==> src/hw/rtl/bbr_pkg.sv <==
// ---------------------------------------------------------------------------
// bbr_pkg
// Shared types and constants of the bracket balance repair block.
// ---------------------------------------------------------------------------
package bbr_pkg;

    // default sizes
    localparam int DEF_STACK_DEPTH = 16;
    localparam int DEF_TAG_BITS    = 32;
    localparam int DEF_KIND_BITS   = 2;
    localparam int DEF_QUEUE_DEPTH = 2;

    // input codes
    localparam int  SIDE_BITS  = 2;
    localparam logic [SIDE_BITS-1:0] SIDE_OPEN  = 2'd1;
    localparam logic [SIDE_BITS-1:0] SIDE_CLOSE = 2'd2;
    localparam logic REQ_FLUSH = 1'b1;

    // command from front to back
    localparam int OP_BITS = 2;
    typedef enum logic [OP_BITS-1:0] {
        OP_PASS  = 2'd0,
        OP_OPEN  = 2'd1,
        OP_CLOSE = 2'd2,
        OP_FLUSH = 2'd3
    } t_op;

    // per-result flags
    typedef struct packed {
        logic inserted;
        logic overflow;
        logic last;
    } t_res_flags;

    localparam int FLAG_BITS = $bits(t_res_flags);

endpackage

==> src/hw/rtl/bracket_balance_repair.sv <==
// ---------------------------------------------------------------------------
// bracket_balance_repair
// Repairs bracket balance of a token stream with a stack of open kinds.
// ---------------------------------------------------------------------------
//  channel  | handshake         | payload
//  ---------+-------------------+-------------------------------------------
//  input    | push / full       | req_type, token_tag, bracket_side, kind
//  result   | empty / pop       | out_tag, inserted, kind, overflow, last
//
//  Plain tokens, opens and dropped closers are handled in the idle state;
//  closer repair and flush are taken there, then pass a read and an eval
//  state per stack entry popped, set by the registered stack memory read.
//  A command queue and a result queue let input and output stall apart.
//  Synchronous reset empties the stack and both queues; stack memory
//  contents are left as they are.
// ---------------------------------------------------------------------------
module bracket_balance_repair #(
    parameter int STACK_DEPTH = bbr_pkg::DEF_STACK_DEPTH,
    parameter int TAG_BITS    = bbr_pkg::DEF_TAG_BITS,
    parameter int KIND_BITS   = bbr_pkg::DEF_KIND_BITS,
    parameter int QUEUE_DEPTH = bbr_pkg::DEF_QUEUE_DEPTH
) (
    input  logic                          i_clk,
    input  logic                          i_rst_n,
    input  logic                          push,
    output logic                          full,
    input  logic                          i_req_type,
    input  logic [TAG_BITS-1:0]           i_token_tag,
    input  logic [bbr_pkg::SIDE_BITS-1:0] i_bracket_side,
    input  logic [KIND_BITS-1:0]          i_bracket_kind,
    output logic                          empty,
    input  logic                          pop,
    output logic [TAG_BITS-1:0]           o_out_tag,
    output logic                          o_out_inserted,
    output logic [KIND_BITS-1:0]          o_out_bracket_kind,
    output logic                          o_out_overflow,
    output logic                          o_out_last
);

    localparam int CMD_W = bbr_pkg::OP_BITS + TAG_BITS + KIND_BITS;
    localparam int RES_W = TAG_BITS + bbr_pkg::FLAG_BITS + KIND_BITS;

    logic                 cmd_wr, cmd_rd, cmd_empty;
    logic [CMD_W-1:0]     cmd_in, cmd_q;
    bbr_pkg::t_op         cmd_op;
    logic [TAG_BITS-1:0]  cmd_tag;
    logic [KIND_BITS-1:0] cmd_kind;

    logic                 res_wr, res_full;
    logic [TAG_BITS-1:0]  res_tag;
    bbr_pkg::t_res_flags  res_flags, out_flags;
    logic [KIND_BITS-1:0] res_kind;
    logic [RES_W-1:0]     res_q;

    // front: take beats and classify
    bbr_front #(
        .TAG_BITS  (TAG_BITS),
        .KIND_BITS (KIND_BITS),
        .CMD_W     (CMD_W)
    ) u_front (
        .i_push         (push),
        .i_full         (full),
        .i_req_type     (i_req_type),
        .i_token_tag    (i_token_tag),
        .i_bracket_side (i_bracket_side),
        .i_bracket_kind (i_bracket_kind),
        .o_wr           (cmd_wr),
        .o_cmd          (cmd_in)
    );

    // command queue between front and back
    bbr_fifo #(
        .WIDTH (CMD_W),
        .DEPTH (QUEUE_DEPTH)
    ) u_cmd_q (
        .i_clk   (i_clk),
        .i_rst_n (i_rst_n),
        .i_wr    (cmd_wr),
        .i_data  (cmd_in),
        .o_full  (full),
        .i_rd    (cmd_rd),
        .o_data  (cmd_q),
        .o_empty (cmd_empty)
    );

    assign cmd_op   = bbr_pkg::t_op'(cmd_q[CMD_W-1 -: bbr_pkg::OP_BITS]);
    assign cmd_tag  = cmd_q[KIND_BITS +: TAG_BITS];
    assign cmd_kind = cmd_q[KIND_BITS-1:0];

    // back: stack engine
    bbr_back #(
        .STACK_DEPTH (STACK_DEPTH),
        .TAG_BITS    (TAG_BITS),
        .KIND_BITS   (KIND_BITS)
    ) u_back (
        .i_clk       (i_clk),
        .i_rst_n     (i_rst_n),
        .i_cmd_valid (!cmd_empty),
        .i_cmd_op    (cmd_op),
        .i_cmd_tag   (cmd_tag),
        .i_cmd_kind  (cmd_kind),
        .o_cmd_rd    (cmd_rd),
        .i_res_full  (res_full),
        .o_res_wr    (res_wr),
        .o_res_tag   (res_tag),
        .o_res_flags (res_flags),
        .o_res_kind  (res_kind)
    );

    // result queue towards the consumer
    bbr_fifo #(
        .WIDTH (RES_W),
        .DEPTH (QUEUE_DEPTH)
    ) u_res_q (
        .i_clk   (i_clk),
        .i_rst_n (i_rst_n),
        .i_wr    (res_wr),
        .i_data  ({res_tag, res_flags, res_kind}),
        .o_full  (res_full),
        .i_rd    (pop),
        .o_data  (res_q),
        .o_empty (empty)
    );

    // unpack result beat
    assign o_out_tag          = res_q[RES_W-1 -: TAG_BITS];
    assign out_flags          = res_q[KIND_BITS +: bbr_pkg::FLAG_BITS];
    assign o_out_bracket_kind = res_q[KIND_BITS-1:0];
    assign o_out_inserted     = out_flags.inserted;
    assign o_out_overflow     = out_flags.overflow;
    assign o_out_last         = out_flags.last;

`ifndef SYNTH
    // the engine never writes a full result queue
    a_res_no_overrun: assert property (@(posedge i_clk) disable iff (!i_rst_n)
        res_wr |-> !res_full)
        else $error("result written into full queue");

    // the engine only takes a command that is there
    a_cmd_no_underrun: assert property (@(posedge i_clk) disable iff (!i_rst_n)
        cmd_rd |-> !cmd_empty)
        else $error("command read from empty queue");

    // synthesized closers carry no tag and never flag overflow
    a_inserted_clean: assert property (@(posedge i_clk) disable iff (!i_rst_n)
        (res_wr && res_flags.inserted) |-> (res_tag == '0 && !res_flags.overflow))
        else $error("inserted closer with tag or overflow");
`endif

endmodule

==> src/hw/rtl/bbr_fifo.sv <==
// ---------------------------------------------------------------------------
// bbr_fifo
// Small register queue with independent write and read sides.
// ---------------------------------------------------------------------------
module bbr_fifo #(
    parameter int WIDTH = 8,
    parameter int DEPTH = bbr_pkg::DEF_QUEUE_DEPTH
) (
    input  logic             i_clk,
    input  logic             i_rst_n,
    input  logic             i_wr,
    input  logic [WIDTH-1:0] i_data,
    output logic             o_full,
    input  logic             i_rd,
    output logic [WIDTH-1:0] o_data,
    output logic             o_empty
);

    localparam int AW = (DEPTH > 1) ? $clog2(DEPTH) : 1;
    localparam int CW = $clog2(DEPTH + 1);

    logic [WIDTH-1:0] r_mem [DEPTH];
    logic [AW-1:0]    r_wr_ptr, n_wr_ptr;
    logic [AW-1:0]    r_rd_ptr, n_rd_ptr;
    logic [CW-1:0]    r_count,  n_count;
    logic             wr_en, rd_en;

    assign o_full  = (r_count == CW'(DEPTH));
    assign o_empty = (r_count == '0);
    assign o_data  = r_mem[r_rd_ptr];
    assign wr_en   = i_wr && !o_full;
    assign rd_en   = i_rd && !o_empty;

    // pointer and fill level update
    always_comb begin
        n_wr_ptr = r_wr_ptr;
        n_rd_ptr = r_rd_ptr;
        n_count  = r_count;
        if (wr_en) begin
            n_wr_ptr = (r_wr_ptr == AW'(DEPTH - 1)) ? '0 : r_wr_ptr + AW'(1);
        end
        if (rd_en) begin
            n_rd_ptr = (r_rd_ptr == AW'(DEPTH - 1)) ? '0 : r_rd_ptr + AW'(1);
        end
        if (wr_en && !rd_en) begin
            n_count = r_count + CW'(1);
        end else if (rd_en && !wr_en) begin
            n_count = r_count - CW'(1);
        end
    end

    always_ff @(posedge i_clk) begin
        if (!i_rst_n) begin
            r_wr_ptr <= '0;
            r_rd_ptr <= '0;
            r_count  <= '0;
        end else begin
            r_wr_ptr <= n_wr_ptr;
            r_rd_ptr <= n_rd_ptr;
            r_count  <= n_count;
        end
    end

    // storage
    always_ff @(posedge i_clk) begin
        if (wr_en) begin
            r_mem[r_wr_ptr] <= i_data;
        end
    end

endmodule

==> src/hw/rtl/bbr_front.sv <==
// ---------------------------------------------------------------------------
// bbr_front
// Accepts input beats and classifies them into back-end commands.
// ---------------------------------------------------------------------------
module bbr_front #(
    parameter int TAG_BITS  = bbr_pkg::DEF_TAG_BITS,
    parameter int KIND_BITS = bbr_pkg::DEF_KIND_BITS,
    parameter int CMD_W     = bbr_pkg::OP_BITS + TAG_BITS + KIND_BITS
) (
    input  logic                          i_push,
    input  logic                          i_full,
    input  logic                          i_req_type,
    input  logic [TAG_BITS-1:0]           i_token_tag,
    input  logic [bbr_pkg::SIDE_BITS-1:0] i_bracket_side,
    input  logic [KIND_BITS-1:0]          i_bracket_kind,
    output logic                          o_wr,
    output logic [CMD_W-1:0]              o_cmd
);

    bbr_pkg::t_op op;

    // classify: flush first, then side code; undefined side passes through
    always_comb begin
        if (i_req_type == bbr_pkg::REQ_FLUSH) begin
            op = bbr_pkg::OP_FLUSH;
        end else begin
            case (i_bracket_side)
                bbr_pkg::SIDE_OPEN:  op = bbr_pkg::OP_OPEN;
                bbr_pkg::SIDE_CLOSE: op = bbr_pkg::OP_CLOSE;
                default:             op = bbr_pkg::OP_PASS;
            endcase
        end
    end

    assign o_wr  = i_push && !i_full;
    assign o_cmd = {op, i_token_tag, i_bracket_kind};

endmodule

==> src/hw/rtl/bbr_back.sv <==
// ---------------------------------------------------------------------------
// bbr_back
// Bracket stack engine: pushes opens, unwinds closers and flushes.
// ---------------------------------------------------------------------------
module bbr_back #(
    parameter int STACK_DEPTH = bbr_pkg::DEF_STACK_DEPTH,
    parameter int TAG_BITS    = bbr_pkg::DEF_TAG_BITS,
    parameter int KIND_BITS   = bbr_pkg::DEF_KIND_BITS
) (
    input  logic                 i_clk,
    input  logic                 i_rst_n,
    input  logic                 i_cmd_valid,
    input  bbr_pkg::t_op         i_cmd_op,
    input  logic [TAG_BITS-1:0]  i_cmd_tag,
    input  logic [KIND_BITS-1:0] i_cmd_kind,
    output logic                 o_cmd_rd,
    input  logic                 i_res_full,
    output logic                 o_res_wr,
    output logic [TAG_BITS-1:0]  o_res_tag,
    output bbr_pkg::t_res_flags  o_res_flags,
    output logic [KIND_BITS-1:0] o_res_kind
);

    localparam int AW    = (STACK_DEPTH > 1) ? $clog2(STACK_DEPTH) : 1;
    localparam int CW    = $clog2(STACK_DEPTH + 1);
    localparam int NKIND = 1 << KIND_BITS;

    typedef enum logic [2:0] {
        S_IDLE = 3'b001,
        S_READ = 3'b010,
        S_EVAL = 3'b100
    } t_state;

    t_state              r_state, n_state;
    logic [CW-1:0]       r_count, n_count;
    logic [CW-1:0]       r_kcnt [NKIND];
    logic [KIND_BITS-1:0] r_mem [STACK_DEPTH];
    logic [KIND_BITS-1:0] r_top;
    bbr_pkg::t_op        r_op;
    logic [TAG_BITS-1:0] r_tag;
    logic [KIND_BITS-1:0] r_kind;

    logic                 stack_full;
    logic [KIND_BITS-1:0] cnt_idx;
    logic [CW-1:0]        kcnt_sel;
    logic [CW-1:0]        cnt_m1;
    logic [AW-1:0]        rd_addr;
    logic                 kcnt_inc, kcnt_dec, mem_we, load;

    assign stack_full = (r_count == CW'(STACK_DEPTH));
    assign cnt_m1     = r_count - CW'(1);
    assign rd_addr    = cnt_m1[AW-1:0];
    // one counter port: popped kind while unwinding, command kind otherwise
    assign cnt_idx    = (r_state == S_EVAL) ? r_top : i_cmd_kind;
    assign kcnt_sel   = r_kcnt[cnt_idx];

    // sequencer
    always_comb begin
        n_state     = r_state;
        n_count     = r_count;
        kcnt_inc    = 1'b0;
        kcnt_dec    = 1'b0;
        mem_we      = 1'b0;
        load        = 1'b0;
        o_cmd_rd    = 1'b0;
        o_res_wr    = 1'b0;
        o_res_tag   = '0;
        o_res_flags = '0;
        o_res_kind  = '0;
        case (r_state)
            S_IDLE: begin
                if (i_cmd_valid) begin
                    case (i_cmd_op)
                        bbr_pkg::OP_PASS: begin
                            if (!i_res_full) begin
                                o_cmd_rd         = 1'b1;
                                o_res_wr         = 1'b1;
                                o_res_tag        = i_cmd_tag;
                                o_res_flags.last = 1'b1;
                            end
                        end
                        bbr_pkg::OP_OPEN: begin
                            if (!i_res_full) begin
                                o_cmd_rd             = 1'b1;
                                o_res_wr             = 1'b1;
                                o_res_tag            = i_cmd_tag;
                                o_res_kind           = i_cmd_kind;
                                o_res_flags.overflow = stack_full;
                                o_res_flags.last     = 1'b1;
                                if (!stack_full) begin
                                    mem_we   = 1'b1;
                                    kcnt_inc = 1'b1;
                                    n_count  = r_count + CW'(1);
                                end
                            end
                        end
                        bbr_pkg::OP_CLOSE: begin
                            // no open of this kind anywhere: drop the closer
                            o_cmd_rd = 1'b1;
                            if (kcnt_sel != '0) begin
                                load    = 1'b1;
                                n_state = S_READ;
                            end
                        end
                        bbr_pkg::OP_FLUSH: begin
                            o_cmd_rd = 1'b1;
                            if (r_count != '0) begin
                                load    = 1'b1;
                                n_state = S_READ;
                            end
                        end
                        default: begin
                            o_cmd_rd = 1'b1;
                        end
                    endcase
                end
            end
            S_READ: begin
                n_state = S_EVAL;
            end
            S_EVAL: begin
                if (!i_res_full) begin
                    o_res_wr = 1'b1;
                    kcnt_dec = 1'b1;
                    n_count  = cnt_m1;
                    if (r_op == bbr_pkg::OP_CLOSE && r_top == r_kind) begin
                        o_res_tag        = r_tag;
                        o_res_kind       = r_kind;
                        o_res_flags.last = 1'b1;
                        n_state          = S_IDLE;
                    end else begin
                        o_res_kind           = r_top;
                        o_res_flags.inserted = 1'b1;
                        if (r_op == bbr_pkg::OP_FLUSH && r_count == CW'(1)) begin
                            o_res_flags.last = 1'b1;
                            n_state          = S_IDLE;
                        end else begin
                            n_state = S_READ;
                        end
                    end
                end
            end
            default: begin
                n_state = S_IDLE;
            end
        endcase
    end

    // control state
    always_ff @(posedge i_clk) begin
        if (!i_rst_n) begin
            r_state <= S_IDLE;
            r_count <= '0;
            for (int k = 0; k < NKIND; k++) begin
                r_kcnt[k] <= '0;
            end
        end else begin
            r_state <= n_state;
            r_count <= n_count;
            if (kcnt_inc) begin
                r_kcnt[cnt_idx] <= kcnt_sel + CW'(1);
            end else if (kcnt_dec) begin
                r_kcnt[cnt_idx] <= kcnt_sel - CW'(1);
            end
        end
    end

    // held command while unwinding
    always_ff @(posedge i_clk) begin
        if (load) begin
            r_op   <= i_cmd_op;
            r_tag  <= i_cmd_tag;
            r_kind <= i_cmd_kind;
        end
    end

    // stack memory, registered read of the top entry
    always_ff @(posedge i_clk) begin
        if (mem_we) begin
            r_mem[r_count[AW-1:0]] <= i_cmd_kind;
        end
        r_top <= r_mem[rd_addr];
    end

endmodule

==> config.mk <==
export PLATFORM = sky130hd
export DESIGN_NAME = bracket_balance_repair
export DESIGN_NICKNAME = d
export VERILOG_FILES = /design/src/hw/rtl/bbr_pkg.sv /design/src/hw/rtl/bracket_balance_repair.sv /design/src/hw/rtl/bbr_fifo.sv /design/src/hw/rtl/bbr_front.sv /design/src/hw/rtl/bbr_back.sv
export SDC_FILE = /design/constraint.sdc
export NUM_CORES = 1
export LEC_CHECK = 0
export CORE_MARGIN = 3
export CORE_UTILIZATION = 45
export CTS_BUF_LIST = sky130_fd_sc_hd__clkbuf_4
export CTS_CLUSTER_DIAMETER = 120
export DETAILED_ROUTE_END_ITERATION = 12
export DONT_BUFFER_PORTS = 1
export PLACE_DENSITY = 0.71
export RECOVER_POWER = 50
export SETUP_SLACK_MARGIN = 0.3
export SYNTH_ARGS = -nofsm -noshare
export SYNTH_HDL_FRONTEND = slang
export SYNTH_SLANG_ARGS = --single-unit
==> constraint.sdc <==
create_clock -name i_clk -period 6 [get_ports i_clk]
set_input_delay 1.2 -clock i_clk [delete_from_list [all_inputs] [get_ports i_clk]]
set_output_delay 1.2 -clock i_clk [all_outputs]
set_load 0.02 [all_outputs]
==> results.ini <==
[grt]
grt_max_degree=39
grt_use_total_pct=15.2
grt.overflow.total=0
grt_pass1_wl_mm=30.5
grt_pass1_vias=5913
antenna_found_initial=2

[cts]
htree_num_levels=3
cts_resized=0
cts_tree=done
numCtsBuffers=66
clkSinkCount=254
ctsRootBufferMaster=clkbuf_4
clock_latency_ps=640
post_cts_buffers=0
clock_path_buffers=3
hold_buffers=0
path_clk_slew_ps=70

[layout]
fillCellCount=1874
area_growth_pct=10.6
drive_gt1_share_pct=20.7
fin_nets=777
design_area_um2=11600
final_cell_count_no_fill=1086
fin_util_pct=51.0

[yosys]
synthCells=685
syn_nets=735
synth-edff-count=234
synth_top_area_cell=edfxtp_1
syn_avg_cell_area_um2=15.3
synth_ff_type=edfxtp_1
syn_area_um2=10500
synth_cell_type_count=62
synth_area_leaders=edfxtp_1, mux2_2, dfxtp_1
synth-seq-cells=254
async_flop_share_pct=0
ys_seq_area_share_pct=70.8
synth-warning-count=0
yosysTopAreaCellShare_pct=67.0

[die]
num_rows=55
die_area_um2=25200
io_pins=80
die_h_um=159
die_width_um=159
initial_core_util_pct=46.1
core_um2=22800

[worst_setup_path]
cp_cell_sequence=nor3b_1 -> o21a_1 -> mux2i_1 -> mux2i_1 -> nor2_1 -> a31oi_4 -> buf_4
cp_slowest_cell=nor3b_1
worstSetupPathType=flip-flop to flip-flop
worst_ep_arrival_time_ps=4790
r2r-start=u_back.r_state[2]
worstSetupStartpointType=flip-flop
cpPeakStageDelay_ps=1500
startpoint=u_back.r_state[2]
cp-end-kind=flip-flop
cpMostUsedCell=mux2i_1
path_max_fanout=26
cp.required_ps=6320

[routing]
drtPass1Iterations=5
drt_iter0_drc=393
route.detailed.drc=0
avgRoutedWirePerCell_um=17.6
vias=5626
viasPerCell=5.18
postRouteWirelength_mm=19.1
route.antenna.remaining_nets=0

[job]
drv_cap=4

[timing]
min_period_ps=4480
tightest_slew_ps=3120
rsz0062_at_grt=no
setup_violations=0
hold_violations=0
clock_skew_ps=37.2
fin_ws_ps=1520
tns_ps=0
fin_hold_ws_ps=528
period_share_pct=74.6
drv_slew=122
fmax_mhz=223
slew_headroom_pct=-109

[placement]
dpl.cell_count=972
pre_cts_slack_ps=2260
place_congestion=0.828
hpwl_mm=12.6
port_buffers=0
post_dp_cell_area_um2=10800

[power]
p_leak_nw=4.08
ir_drop_v=0.000159
p_total_mw=5.09
p_per_area_nw_per_um2=438

[min_path]
hold_start=u_back.r_tag[15]
hp-class=flip-flop to flip-flop

[run_status]
violations=max-capacitance violations, max-slew violations
outcome=finished with violations

critical path, delay by kind of cell (launching register included):
kind / cells / cell delay [ps]
and+or+nand+nor: 2 / 1660
AOI/OAI and AO/OA: 2 / 1320
DFF: 1 / 430
muxes: 2 / 390
buffers and inverters: 1 / 340
kinds of logic after synthesis:
logic type      after synthesis  share of synthesized area (%)
xor+xnor                     19                           1.59
flops                       254                           70.8
buf+inv                      42                           1.67
simple gates                225                           10.5
fa+ha+maj                     9                           1.14
compound gates               44                           3.34
mux                          92                           11.0
registers in the layout, summed over array words and instances (netlist names), named ones only:
register          count
u_res_q.r_mem        74
u_cmd_q.r_mem        72
u_back.r_mem         32
u_back.r_tag         32
u_back.r_kcnt        20
u_back.r_count        5
u_back.r_state        3
u_back.r_kind         2
u_back.r_op           2
u_back.r_top          2
u_cmd_q.r_count       2
u_res_q.r_count       2
u_cmd_q.r_rd_ptr      1
u_cmd_q.r_wr_ptr      1
u_res_q.r_rd_ptr      1
u_res_q.r_wr_ptr      1
layout by cell type, fill, tap and decap left out, types with 8 or more instances in the layout:
master / n
clkbuf_4: 82
clkinv_1: 25
dfxtp_1: 19
edfxtp_1: 234
ha_1: 8
inv_1: 12
mux2_1: 31
mux2_2: 41
mux2i_1: 8
mux4_2: 10
nand2_1: 81
nand2b_1: 37
nor2_1: 57
xnor2_1: 14
path summary, 6_finish.rpt:
check / end / cells past startpoint / slack (ps)
setup / recovery: u_back.r_tag[7] / 7 / 1520
setup reg to reg: u_back.r_tag[7] / 7 / 1520
hold reg to reg: u_res_q.r_mem[0][20] / 2 / 530
hold / removal: u_res_q.r_mem[0][20] / 2 / 530
routing by layer:
| layer | wire length [um] | part of all wire [%] | up-vias | GRT usage [%] |
|---|---|---|---|---|
| met5 | 13 | 0.068 | - | 0 |
| met4 | 656 | 3.4 | 2 | 7.64 |
| met3 | 1320 | 6.9 | 52 | 5.17 |
| met2 | 9270 | 48 | 186 | 24.5 |
| met1 | 7850 | 41 | 2738 | 18.2 |
| li1 | - | - | 2648 | - |
synth_stat cells, drive strengths merged (3+ instances only):
library cell,count
inv,13
mux2i,9
nand4,4
nor3b,3
mux2,73
mux4,10
nor2,59
and2,13
a211oi,6
xnor2,14
edfxtp,234
clkbuf,20
nand2b,37
o21ai,8
nand2,81
and3,3
ha,8
nor3,7
buf,9
o211a,6
dfxtp,20
xor2,5
a21oi,4
nand3,6
o31ai,3
where the power goes:
| group | internal [mW] | switching (mW) | total, mW |
|---|---|---|---|
| combinational | 0.422 | 0.741 | 1.16 |
| clock | 0.774 | 0.647 | 1.42 |
| sequential | 2.35 | 0.153 | 2.50 |
area by class of cell:
type	instances	area [um^2]	area share [%]
clock buffer	82	616	5.30
multi-input combinational	389	2910	25.1
antenna	1	2.50	0.0216
timing repair buffer	3	15.0	0.129
clock inverter	31	195	1.68
sequential	254	7430	64.0
inverter	13	48.8	0.420
tap	313	392	3.37
No activity file was read; power rests on OpenSTA's default activity.
